## src/hw/rtl/assert_macros.svh

```systemverilog
// Assertion helper macros for the slot pool RTL.
// Included by modules that carry concurrent checks; no other dependencies.
`ifndef ASSERT_MACROS_SVH
`define ASSERT_MACROS_SVH

// Check that a property holds at every clock edge outside reset.
`define OSP_ASSERT(lbl, clk, rst, prop) \
   lbl: assert property (@(posedge clk) disable iff (rst) (prop)) \
      else $error("slot pool check failed");

// Check that a condition never holds outside reset.
`define OSP_ASSERT_NEVER(lbl, clk, rst, cond) \
   lbl: assert property (@(posedge clk) disable iff (rst) !(cond)) \
      else $error("slot pool forbidden condition seen");

`endif

```

## src/hw/rtl/osp_pkg.sv

```systemverilog
// Shared types and constants for the ordered slot pool manager.
// No dependencies.
package osp_pkg;

   localparam int SLOT_W     = 5;
   localparam int MAX_RES    = 32;
   localparam int WALK_CNT_W = $clog2(MAX_RES);

   typedef enum logic [1:0] {
      CMD_CREATE      = 2'd0,
      CMD_RELEASE     = 2'd1,
      CMD_RELEASE_ALL = 2'd2,
      CMD_WALK        = 2'd3
   } cmd_type;

   typedef enum logic [1:0] {
      STAT_OK         = 2'd0,
      STAT_POOL_FULL  = 2'd1,
      STAT_NOT_ACTIVE = 2'd2,
      STAT_EMPTY      = 2'd3
   } status_type;

   typedef struct packed {
      cmd_type             cmd;
      logic [SLOT_W-1:0]   slot;
   } req_type;

   typedef struct packed {
      status_type          status;
      logic [SLOT_W-1:0]   slot_out;
      logic                last;
   } rsp_type;

endpackage

```

## src/hw/rtl/ordered_slot_pool_manager_unit.sv

```systemverilog
// Ordered slot pool manager: a LIFO free list and an insertion-ordered active list
// sharing one link memory. Depends on osp_pkg and assert_macros.svh.
//
// After reset the link memory is initialized by a sweep over every entry, during
// which req_ready stays low. Commands are handled one at a time. The link memory has
// one registered read port, so list traversal advances one link per cycle (a walk
// also holds while the output register is full). Create passes through ST_CREATE and
// ST_RESP, release of an inactive slot goes straight to ST_RESP, release of an active
// slot through ST_REL_WALK, ST_REL_FIN and ST_RESP, release-all through ST_RALL and
// ST_RESP, and walk sends one response per listed slot (up to 32). A finished result
// sits in an output register while the next command is taken.
module ordered_slot_pool_manager_unit
   import osp_pkg::*;
#(
   parameter int NUM_SLOTS = 32
) (
   input  logic    clock,
   input  logic    reset,
   input  logic    req_valid,
   output logic    req_ready,
   input  req_type req_item,
   output logic    rsp_valid,
   input  logic    rsp_ready,
   output rsp_type rsp_item
);

`include "assert_macros.svh"

   localparam int IW = $clog2(NUM_SLOTS);
   localparam int LW = $clog2(NUM_SLOTS + 1);
   localparam logic [LW-1:0] NULL_LINK = LW'(NUM_SLOTS);

   typedef enum logic [7:0] {
      ST_INIT     = 8'b0000_0001,
      ST_IDLE     = 8'b0000_0010,
      ST_CREATE   = 8'b0000_0100,
      ST_REL_WALK = 8'b0000_1000,
      ST_REL_FIN  = 8'b0001_0000,
      ST_RALL     = 8'b0010_0000,
      ST_WALK     = 8'b0100_0000,
      ST_RESP     = 8'b1000_0000
   } state_type;

   state_type               state_ff, state_in;
   logic [IW-1:0]           init_idx_ff, init_idx_in;
   logic [LW-1:0]           free_head_ff, free_head_in;
   logic [LW-1:0]           head_ff, head_in;
   logic [LW-1:0]           tail_ff, tail_in;
   logic [NUM_SLOTS-1:0]    active_ff, active_in;
   logic [LW-1:0]           cur_ff, cur_in;
   logic [LW-1:0]           prev_ff, prev_in;
   logic [IW-1:0]           rel_idx_ff, rel_idx_in;
   logic [WALK_CNT_W-1:0]   k_ff, k_in;
   status_type              resp_status_ff, resp_status_in;
   logic [SLOT_W-1:0]       resp_slot_ff, resp_slot_in;
   logic                    rsp_valid_ff, rsp_valid_in;
   rsp_type                 rsp_item_ff, rsp_item_in;

   logic [LW-1:0]           link_mem [NUM_SLOTS];
   logic [LW-1:0]           link_rd_ff;
   logic                    wr_en;
   logic [IW-1:0]           wr_addr;
   logic [LW-1:0]           wr_data;
   logic [IW-1:0]           rd_addr;

   logic                    out_free;
   logic                    req_fire;
   logic                    req_in_range;
   logic [IW-1:0]           req_idx;
   logic                    walk_last;

   assign out_free     = !rsp_valid_ff || rsp_ready;
   assign req_ready    = (state_ff == ST_IDLE);
   assign req_fire     = req_valid && req_ready;
   assign req_in_range = (32'(req_item.slot) < NUM_SLOTS);
   assign req_idx      = IW'(req_item.slot);
   assign walk_last    = (link_rd_ff >= NULL_LINK) || (k_ff == WALK_CNT_W'(MAX_RES - 1));
   assign rsp_valid    = rsp_valid_ff;
   assign rsp_item     = rsp_item_ff;

   always_ff @(posedge clock) begin
      if (wr_en) begin
         link_mem[wr_addr] <= wr_data;
      end
      link_rd_ff <= link_mem[rd_addr];
   end

   always_comb begin
      state_in       = state_ff;
      init_idx_in    = init_idx_ff;
      free_head_in   = free_head_ff;
      head_in        = head_ff;
      tail_in        = tail_ff;
      active_in      = active_ff;
      cur_in         = cur_ff;
      prev_in        = prev_ff;
      rel_idx_in     = rel_idx_ff;
      k_in           = k_ff;
      resp_status_in = resp_status_ff;
      resp_slot_in   = resp_slot_ff;
      rsp_valid_in   = rsp_valid_ff && !rsp_ready;
      rsp_item_in    = rsp_item_ff;
      wr_en          = 1'b0;
      wr_addr        = cur_ff[IW-1:0];
      wr_data        = NULL_LINK;
      rd_addr        = cur_ff[IW-1:0];

      unique case (state_ff)
         ST_INIT: begin
            wr_en   = 1'b1;
            wr_addr = init_idx_ff;
            wr_data = LW'(init_idx_ff) + LW'(1);
            init_idx_in = init_idx_ff + IW'(1);
            if (init_idx_ff == IW'(NUM_SLOTS - 1)) begin
               state_in = ST_IDLE;
            end
         end
         ST_IDLE: begin
            rd_addr = (req_item.cmd == CMD_CREATE) ? free_head_ff[IW-1:0] : head_ff[IW-1:0];
            if (req_fire) begin
               resp_slot_in = '0;
               cur_in       = head_ff;
               prev_in      = NULL_LINK;
               k_in         = '0;
               rel_idx_in   = req_idx;
               unique case (req_item.cmd)
                  CMD_CREATE: begin
                     if (free_head_ff >= NULL_LINK) begin
                        resp_status_in = STAT_POOL_FULL;
                        state_in       = ST_RESP;
                     end else begin
                        // append to active tail now; free head advances next cycle
                        if (tail_ff >= NULL_LINK) begin
                           head_in = free_head_ff;
                        end else begin
                           wr_en   = 1'b1;
                           wr_addr = tail_ff[IW-1:0];
                           wr_data = free_head_ff;
                        end
                        tail_in = free_head_ff;
                        active_in[free_head_ff[IW-1:0]] = 1'b1;
                        cur_in   = free_head_ff;
                        state_in = ST_CREATE;
                     end
                  end
                  CMD_RELEASE: begin
                     if (!req_in_range || !active_ff[req_idx]) begin
                        resp_status_in = STAT_NOT_ACTIVE;
                        resp_slot_in   = req_item.slot;
                        state_in       = ST_RESP;
                     end else begin
                        state_in = ST_REL_WALK;
                     end
                  end
                  CMD_RELEASE_ALL: begin
                     if (head_ff >= NULL_LINK) begin
                        resp_status_in = STAT_EMPTY;
                        state_in       = ST_RESP;
                     end else begin
                        state_in = ST_RALL;
                     end
                  end
                  CMD_WALK: begin
                     if (head_ff >= NULL_LINK) begin
                        resp_status_in = STAT_EMPTY;
                        state_in       = ST_RESP;
                     end else begin
                        state_in = ST_WALK;
                     end
                  end
                  default: begin
                     state_in = ST_IDLE;
                  end
               endcase
            end
         end
         ST_CREATE: begin
            free_head_in   = link_rd_ff;
            wr_en          = 1'b1;
            wr_addr        = cur_ff[IW-1:0];
            wr_data        = NULL_LINK;
            resp_status_in = STAT_OK;
            resp_slot_in   = SLOT_W'(cur_ff);
            state_in       = ST_RESP;
         end
         ST_REL_WALK: begin
            if (cur_ff[IW-1:0] == rel_idx_ff) begin
               if (prev_ff >= NULL_LINK) begin
                  head_in = link_rd_ff;
               end else begin
                  wr_en   = 1'b1;
                  wr_addr = prev_ff[IW-1:0];
                  wr_data = link_rd_ff;
               end
               if (tail_ff == cur_ff) begin
                  tail_in = prev_ff;
               end
               active_in[rel_idx_ff] = 1'b0;
               state_in = ST_REL_FIN;
            end else begin
               prev_in = cur_ff;
               cur_in  = link_rd_ff;
               rd_addr = link_rd_ff[IW-1:0];
            end
         end
         ST_REL_FIN: begin
            wr_en          = 1'b1;
            wr_addr        = rel_idx_ff;
            wr_data        = free_head_ff;
            free_head_in   = LW'(rel_idx_ff);
            resp_status_in = STAT_OK;
            resp_slot_in   = SLOT_W'(rel_idx_ff);
            state_in       = ST_RESP;
         end
         ST_RALL: begin
            wr_en        = 1'b1;
            wr_addr      = cur_ff[IW-1:0];
            wr_data      = free_head_ff;
            free_head_in = cur_ff;
            active_in[cur_ff[IW-1:0]] = 1'b0;
            cur_in  = link_rd_ff;
            rd_addr = link_rd_ff[IW-1:0];
            if (link_rd_ff >= NULL_LINK) begin
               head_in        = NULL_LINK;
               tail_in        = NULL_LINK;
               resp_status_in = STAT_OK;
               resp_slot_in   = '0;
               state_in       = ST_RESP;
            end
         end
         ST_WALK: begin
            if (out_free) begin
               rsp_valid_in         = 1'b1;
               rsp_item_in.status   = STAT_OK;
               rsp_item_in.slot_out = SLOT_W'(cur_ff);
               rsp_item_in.last     = walk_last;
               k_in    = k_ff + WALK_CNT_W'(1);
               cur_in  = link_rd_ff;
               rd_addr = link_rd_ff[IW-1:0];
               if (walk_last) begin
                  state_in = ST_IDLE;
               end
            end
         end
         ST_RESP: begin
            if (out_free) begin
               rsp_valid_in         = 1'b1;
               rsp_item_in.status   = resp_status_ff;
               rsp_item_in.slot_out = resp_slot_ff;
               rsp_item_in.last     = 1'b1;
               state_in             = ST_IDLE;
            end
         end
         default: begin
            state_in = ST_INIT;
         end
      endcase
   end

   always_ff @(posedge clock) begin
      if (reset) begin
         state_ff     <= ST_INIT;
         init_idx_ff  <= '0;
         free_head_ff <= '0;
         head_ff      <= NULL_LINK;
         tail_ff      <= NULL_LINK;
         active_ff    <= '0;
         rsp_valid_ff <= 1'b0;
      end else begin
         state_ff     <= state_in;
         init_idx_ff  <= init_idx_in;
         free_head_ff <= free_head_in;
         head_ff      <= head_in;
         tail_ff      <= tail_in;
         active_ff    <= active_in;
         rsp_valid_ff <= rsp_valid_in;
      end
   end

   always_ff @(posedge clock) begin
      cur_ff         <= cur_in;
      prev_ff        <= prev_in;
      rel_idx_ff     <= rel_idx_in;
      k_ff           <= k_in;
      resp_status_ff <= resp_status_in;
      resp_slot_ff   <= resp_slot_in;
      rsp_item_ff    <= rsp_item_in;
   end

   // an empty active list means the free list is not empty
   `OSP_ASSERT(a_free_when_empty, clock, reset, (head_ff >= NULL_LINK) |-> (free_head_ff < NULL_LINK))
   `OSP_ASSERT(a_head_tail_agree, clock, reset, (state_ff == ST_IDLE) |-> ((head_ff >= NULL_LINK) == (tail_ff >= NULL_LINK)))
   `OSP_ASSERT(a_empty_no_active, clock, reset, (state_ff == ST_IDLE) |-> ((head_ff >= NULL_LINK) == (active_ff == '0)))
   `OSP_ASSERT_NEVER(a_rel_walk_null, clock, reset, (state_ff == ST_REL_WALK) && (cur_ff >= NULL_LINK))

endmodule
```

## config.mk

```make
export PLATFORM = sky130hd
export DESIGN_NAME = ordered_slot_pool_manager_unit
export DESIGN_NICKNAME = d
export VERILOG_FILES = /design/src/hw/rtl/osp_pkg.sv /design/src/hw/rtl/ordered_slot_pool_manager_unit.sv
export VERILOG_INCLUDE_DIRS = /design/src /design/src/hw/rtl
export SDC_FILE = /design/constraint.sdc
export NUM_CORES = 1
export LEC_CHECK = 0
export CELL_PAD_IN_SITES_DETAIL_PLACEMENT = 0
export CELL_PAD_IN_SITES_GLOBAL_PLACEMENT = 1
export CORE_MARGIN = 4
export CORE_UTILIZATION = 25
export DETAILED_ROUTE_END_ITERATION = 6
export DONT_BUFFER_PORTS = 1
export PLACE_DENSITY_LB_ADDON = 0.1
export SYNTH_ARGS = -nofsm -noshare
export SYNTH_HDL_FRONTEND = slang
export SYNTH_SLANG_ARGS = --single-unit
export TNS_END_PERCENT = 50
```

## constraint.sdc

```tcl
create_clock -name clock -period 10.9 [get_ports clock]
set_clock_uncertainty 0.2 [all_clocks]
set_input_delay 2.18 -clock clock [delete_from_list [all_inputs] [get_ports clock]]
set_output_delay 2.18 -clock clock [all_outputs]
set_load 0.01 [all_outputs]
```

==> metrics.csv, run 1 <==
stage;metric;value;unit
synth;most frequent cell after synthesis;edfxtp_1;
global_route;antenna violations before repair;0;
timing;slew margin rel.;26.9;%
timing;setup violators final;0;
placed_design;hpwl dp;30800;um
route;detailed router's first-iteration violation count;678;
floorplan;io pins;21;
power;cell area power density;212;nW/um2
layout;diode count;0;
route;routed vias;9548;
clock_network;CTS sink cnt;299;
synth;ys async rst share;0;%
global_route;vias in the first global route;9568;
layout;# nets final;1187;
global_route;first-pass GRT wire length;67600;um
layout;share of cells above drive strength 1;10.8;%
clock_network;Root Buffer;clkbuf_16;
layout;fillers;5633;
route;DRC viols;0;
timing;actual slew at the worst max-slew pin;1.10;ns
layout;Finished Layout Cells;1940;
synth;Area contributors post-synth;edfxtp_1 (50%), dfxtp_1 (10%), mux2i_1 (6.8%);
route;wire per inst;23.8;um
clock_network;clock-pin slew on the worst setup and hold paths;0.05;ns
synth;Synth top cells by count;edfxtp_1 (229), nand2_1 (158), nor2_1 (100);
floorplan;Initial Utilization;25.4;%
timing;Slew Limit Fails;0;
timing;fmax;174;MHz
timing;final period utilization;52.6;%
critical_path;CP endpoint kind;flop;
clock_network;CTS H-tree lvls;2;
global_route;largest net degree at the start of global routing;65;
global_route;Overflow after GRT;0;
synth;Top FF cell, synth;edfxtp_1;
synth;syn_nets;1195;
global_route;total track usage;15.3;%
placed_design;# placed instances;1871;
synth;number of synthesized flops with an enable pin;229;
timing;Final Hold Slack;0.266;ns
route;vias per cell;4.92;
timing;min Tclk post-route;5.74;ns
critical_path;Worst EP arrival;5.70;ns
critical_path;Crit Path Max Fanout;9;
placed_design;Placed Area;14600;um2
synth;Synth top area share;49.7;%
worst_hold_path;Hold Path Class;flop to flop;
layout;Final Cell Area;15900;um2
synth;sequential area share after synthesis;59.9;%
clock_network;Post-CTS Resized;0;
synth;Syn. warnings;0;
synth;Yosys reg bits;299;
power;peak supply drop;115;uV
critical_path;Crit Path Class;input pin to flop;
floorplan;Die X;243;um
flow_run;Max-Cap Viols;0;
clock_network;post-CTS setup buffer count;0;
timing;Hold Vio Cnt, Final;0;
synth;Netlist cell types;67;
synth;area leader, netlist;edfxtp_1;
floorplan;DIE AREA;59200;um2
clock_network;Clock Path Buffers;3;
route;Routed Antenna Nets;0;
floorplan;die span in y;243;um
floorplan;row cnt;85;
timing;setup_tns;0;ns
placed_design;I/O Buffers;0;
power;Leak Pwr;5.24;nW
floorplan;Core Area;54300;um2
critical_path;CP startpoint kind;input pin;
placed_design;RePlAce Congestion;0.776;
placed_design;DP Worst Slack;4.63;ns
clock_network;hold_buf cts;0;
clock_network;worst skew pair latency;0.56;ns
critical_path;Worst EP required;10.87;ns
timing;Final WS setup;5.16;ns
layout;area grow syn2layout;14.6;%
route;Total Wirelength;46100;um
synth;Synth Instances;1180;
synth;Post-Syn Area per Cell;11.7;um2
synth;post-synthesis cell area;13800;um2
status;status;finished, final reports clean;
timing;unrepaired setup endpoints after global routing;false;
route;first-pass iteration count of the detailed router;5;
clock_network;CTS tree;done;
clock_network;clock buffer count from CTS;38;
logic make-up (layout without fill, tap and decap cells):
family	count (synthesis)	in the layout	share of synthesized area [%]
simple gates	417	417	14.5
compound gates	232	232	11.3
fa+ha+maj	4	4	0.362
xor+xnor	19	19	1.20
buf+inv	87	108	2.98
mux	122	122	9.90
flops	299	299	59.9
layer usage:
metal  track usage, %  vias to the layer above  share of wire (%)  routed length [um]
li1                 -                     4429                  -                   -
met1             21.5                     4812                 47               21600
met2             24.6                      246                 46               21300
met3             2.54                       61                4.5                2070
met4             4.28                        0                2.4                1100
met5                0                        -                  0                   0
cell type report:
cell class	count	area, um2	area share, %
Clock buffer	48	1010	6.36
Clock inverter	21	209	1.32
Inverter	12	46.3	0.292
Multi-Input combinational cell	794	5180	32.7
Sequential cell	299	8280	52.2
Tap cell	739	925	5.83
Timing Repair Buffer	27	203	1.28
final timing paths:
check | start | end | slack (ns) | depth (start not counted)
worst max-delay path | req_item[6] | link_mem[10][1]$_DFFE_PP_ | 5.16 | 8
worst min-delay path | active_ff[9]$_SDFFE_PP0P_ | active_ff[9]$_SDFFE_PP0P_ | 0.27 | 2
worst max register to register | state_ff[3]$_SDFFE_PP0P_ | link_mem[10][1]$_DFFE_PP_ | 6.00 | 9
worst min register to register | active_ff[9]$_SDFFE_PP0P_ | active_ff[9]$_SDFFE_PP0P_ | 0.27 | 2
through the flow:
step	total power [mW]	utilization, %
global route	3.52	29.2
detailed placement	2.18	26.9
floorplan	1.88	-
CTS	3.42	29.2
finish	3.36	29.2
global placement	2.18	26.9
critical path: stages:
cell	delay, ns
or3_1	0.49
nor4_2	0.60
nor2_1	0.12
a211oi_1	0.53
a21oi_1	0.14
nor2_1	0.25
nand3b_1	0.50
nor3_1	0.88
state kept, by name, indices dropped and copies added (netlist names), 6 cells and up:
| signal | flops |
|---|---|
| active_ff | 32 |
| free_head_ff | 6 |
| tail_ff | 6 |
| prev_ff | 6 |
| rsp_item | 8 |
| state_ff | 8 |
| link_rd_ff | 6 |
| cur_ff | 6 |
| head_ff | 6 |
| link_mem | 192 |
power by group:
group / internal [mW] / switching (mW)
sequential: 1.46 / 0.0515
combinational: 0.147 / 0.485
clock: 0.711 / 0.507
total: 2.31 / 1.04
cell usage in the layout (no fill, tap or decap), types with 9 or more instances in the layout:
cell type,count
a31oi_1,11
o22a_1,9
nor2_1,100
nor3_1,26
nand3_1,26
a22oi_1,31
clkbuf_16,38
a21oi_1,64
a221o_1,13
mux4_2,10
nand2_1,158
dfxtp_1,70
mux2_2,18
edfxtp_1,229
a211oi_1,13
inv_1,11
and2_1,16
nand2b_1,12
nand4_1,10
buf_4,27
xnor2_1,11
mux2i_1,94
o21ai_0,46
No activity file was read; power rests on OpenSTA's default activity.
==> run 2, diff against run 1 <==
clock period = 5.28 ns   (was 10.9 ns; I/O delays follow)
==> metrics.csv, run 2 (synthesis gave the netlist of run 1 again) <==
stage;metric;value;unit;change
status;status;finished, final reports clean;;unchanged
floorplan;DIE AREA;59200;um2;unchanged
floorplan;Initial Utilization;25.4;%;unchanged
placed_design;hpwl dp;31800;um;was 30,800 um
floorplan;die span in y;243;um;unchanged
timing;actual slew at the worst max-slew pin;0.997;ns;was 1.10 ns
global_route;largest net degree at the start of global routing;69;;was 65
timing;Final Hold Slack;0.267;ns;was 0.266 ns
power;Leak Pwr;5.38;nW;was 5.24 nW
timing;unrepaired setup endpoints after global routing;false;;unchanged
layout;diode count;0;;unchanged
route;first-pass iteration count of the detailed router;6;;was 5
layout;# nets final;1217;;was 1,187
power;Internal Power;4.80;mW;was 2.31 mW
global_route;Overflow after GRT;0;;unchanged
timing;Slew Limit Fails;0;;unchanged
route;Routed Antenna Nets;0;;unchanged
timing;min Tclk post-route;4.33;ns;
timing;final period utilization;82.1;%;
clock_network;Post-CTS Resized;0;;unchanged
power;peak supply drop;204;uV;was 115 uV
layout;most frequent cells in the layout;edfxtp_1 (229), nand2_1 (158), nor2_1 (100), mux2i_1 (94), dfxtp_1 (70);;unchanged
power;Flop pwr share;44.7;%;was 44.9%
placed_design;RePlAce Congestion;0.809;;was 0.776
clock_network;CTS tree;done;;unchanged
critical_path;Crit Path Class;flop to flop;;was input pin to flop
route;Total Wirelength;47400;um;was 46,100 um
timing;setup_tns;0;ns;unchanged
timing;slew margin rel.;32.9;%;was 26.9%
global_route;antenna violations before repair;0;;unchanged
global_route;vias in the first global route;9933;;was 9,568
power;clock share of power;35.4;%;was 36.3%
timing;Hold Vio Cnt, Final;0;;unchanged
layout;area grow syn2layout;16.0;%;was 14.6%
layout;share of cells above drive strength 1;12.8;%;was 10.8%
floorplan;Die X;243;um;unchanged
critical_path;reg-to-reg endpoint;link_mem[7][4]$_DFFE_PP_;;was link_mem[10][1]$_DFFE_PP_
clock_network;clock-pin slew on the worst setup and hold paths;0.06;ns;was 0.05 ns
floorplan;io pins;21;;unchanged
layout;most common cell after layout, fill and taps aside;edfxtp_1;;unchanged
route;detailed router's first-iteration violation count;616;;was 678
route;DRC viols;0;;unchanged
critical_path;r2r setup slk;0.95;ns;was 6.00 ns
timing;setup violators final;0;;unchanged
clock_network;hold_buf cts;0;;unchanged
power;Power Total;6.96;mW;was 3.36 mW
layout;Final Cell Area;16000;um2;was 15,900 um2
critical_path;Crit Path Max Fanout;10;;was 9
placed_design;Placed Area;14900;um2;was 14,600 um2
timing;fmax;231;MHz;
worst_hold_path;Hold Path Class;flop to flop;;unchanged
clock_network;Clock Path Buffers;3;;unchanged
floorplan;row cnt;85;;unchanged
floorplan;Core Area;54300;um2;unchanged
critical_path;Worst EP arrival;4.33;ns;was 5.70 ns
critical_path;CP endpoint kind;flop;;unchanged
layout;max FFs per register;192;;unchanged
layout;Top reg by flops;link_mem;;unchanged
clock_network;post-CTS setup buffer count;0;;unchanged
route;routed vias;9612;;was 9,548
layout;fillers;5604;;was 5,633
global_route;total track usage;15.7;%;was 15.3%
critical_path;Critical path origin;rel_idx_ff[2]$_DFFE_PP_;;was req_item[6]
power;cell area power density;434;nW/um2;was 212 nW/um2
critical_path;Worst EP required;5.28;ns;was 10.87 ns
clock_network;clock buffer count from CTS;37;;was 38
placed_design;I/O Buffers;0;;unchanged
power;net switching power;2.16;mW;was 1.04 mW
critical_path;Worst Setup EP;link_mem[7][4]$_DFFE_PP_;;was link_mem[10][1]$_DFFE_PP_
clock_network;Root Buffer;clkbuf_16;;unchanged
layout;biggest regs;link_mem: 192 flops, active_ff: 32 flops;;unchanged
power;part of the power in combinational logic;19.9;%;was 18.8%
clock_network;CTS H-tree lvls;2;;unchanged
route;wire per inst;24.1;um;was 23.8 um
power;switching portion of total power;31.0;%;was 31.1%
critical_path;R2R cell count;8;;was 9
clock_network;CTS sink cnt;299;;unchanged
global_route;first-pass GRT wire length;69300;um;was 67,600 um
route;vias per cell;4.89;;was 4.92
critical_path;r2r startpoint;rel_idx_ff[2]$_DFFE_PP_;;was state_ff[3]$_SDFFE_PP0P_
flow_run;Max-Cap Viols;0;;unchanged
clock_network;worst skew pair latency;0.56;ns;about the same
critical_path;CP startpoint kind;flop;;was input pin
[run 2: metrics by stage]
stage                     std cells  utilization, %  setup WS [ns]
after floorplan                1180               -           1.09
after global placement         1902            27.4          0.613
after detailed placement       1902            27.4          0.556
after CTS                      1966            29.5          0.916
after global routing           1966            29.5          0.677
final                          1966            29.5          0.947
[run 2: layer usage]
metal	part of all wire (%)	GRT usage [%]	up-vias	routed length [um]
met3	3.8	2.16	92	1790
met4	3.1	5.42	0	1490
li1	-	-	4497	-
met5	0	0	-	0
met2	47	26.2	241	22400
met1	46	21.0	4782	21700
[run 2: power groups by stage]
stage	logic, mW	clock network (mW)	registers, mW
2_1_floorplan	0.763	0	3.11
3_3_place_gp	1.42	0	3.17
3_5_place_dp	1.43	0	3.16
4_1_cts	1.42	2.56	3.11
5_1_grt	1.50	2.65	3.13
6_report	1.39	2.46	3.11
[run 2: worst min-delay path by stage]
stage                                          start                          to  slack (ns)  cells past startpoint
after floorplan              head_ff[2]$_SDFFE_PP0P_     head_ff[2]$_SDFFE_PP0P_        0.24                      2
after CTS                 active_ff[22]$_SDFFE_PP0P_  active_ff[22]$_SDFFE_PP0P_        0.27                      2
after global placement     active_ff[9]$_SDFFE_PP0P_   active_ff[9]$_SDFFE_PP0P_        0.26                      2
final                     active_ff[19]$_SDFFE_PP0P_  active_ff[19]$_SDFFE_PP0P_        0.27                      2
after detailed placement  active_ff[22]$_SDFFE_PP0P_  active_ff[22]$_SDFFE_PP0P_        0.26                      2
after global routing      active_ff[11]$_SDFFE_PP0P_  active_ff[11]$_SDFFE_PP0P_        0.28                      2
[run 2: critical path, stage by stage (launching register included)]
cell and delay (ns):
edfxtp_1 0.57, xnor2_1 0.31, nand3_1 0.27, or3_1 0.49
a211oi_1 0.59, a21oi_1 0.14, nor2_1 0.55, nand3b_1 0.35
nor2_1 0.49
[run 2: final cells by class]
type / instances / area, um2 / share of cell area [%]
Multi-Input combinational cell: 794 / 5180 / 32.3
Timing Repair Buffer: 58 / 448 / 2.79
Clock buffer: 48 / 1010 / 6.29
Clock inverter: 16 / 151 / 0.944
Inverter: 12 / 46.3 / 0.289
Tap cell: 739 / 925 / 5.76
Sequential cell: 299 / 8280 / 51.6
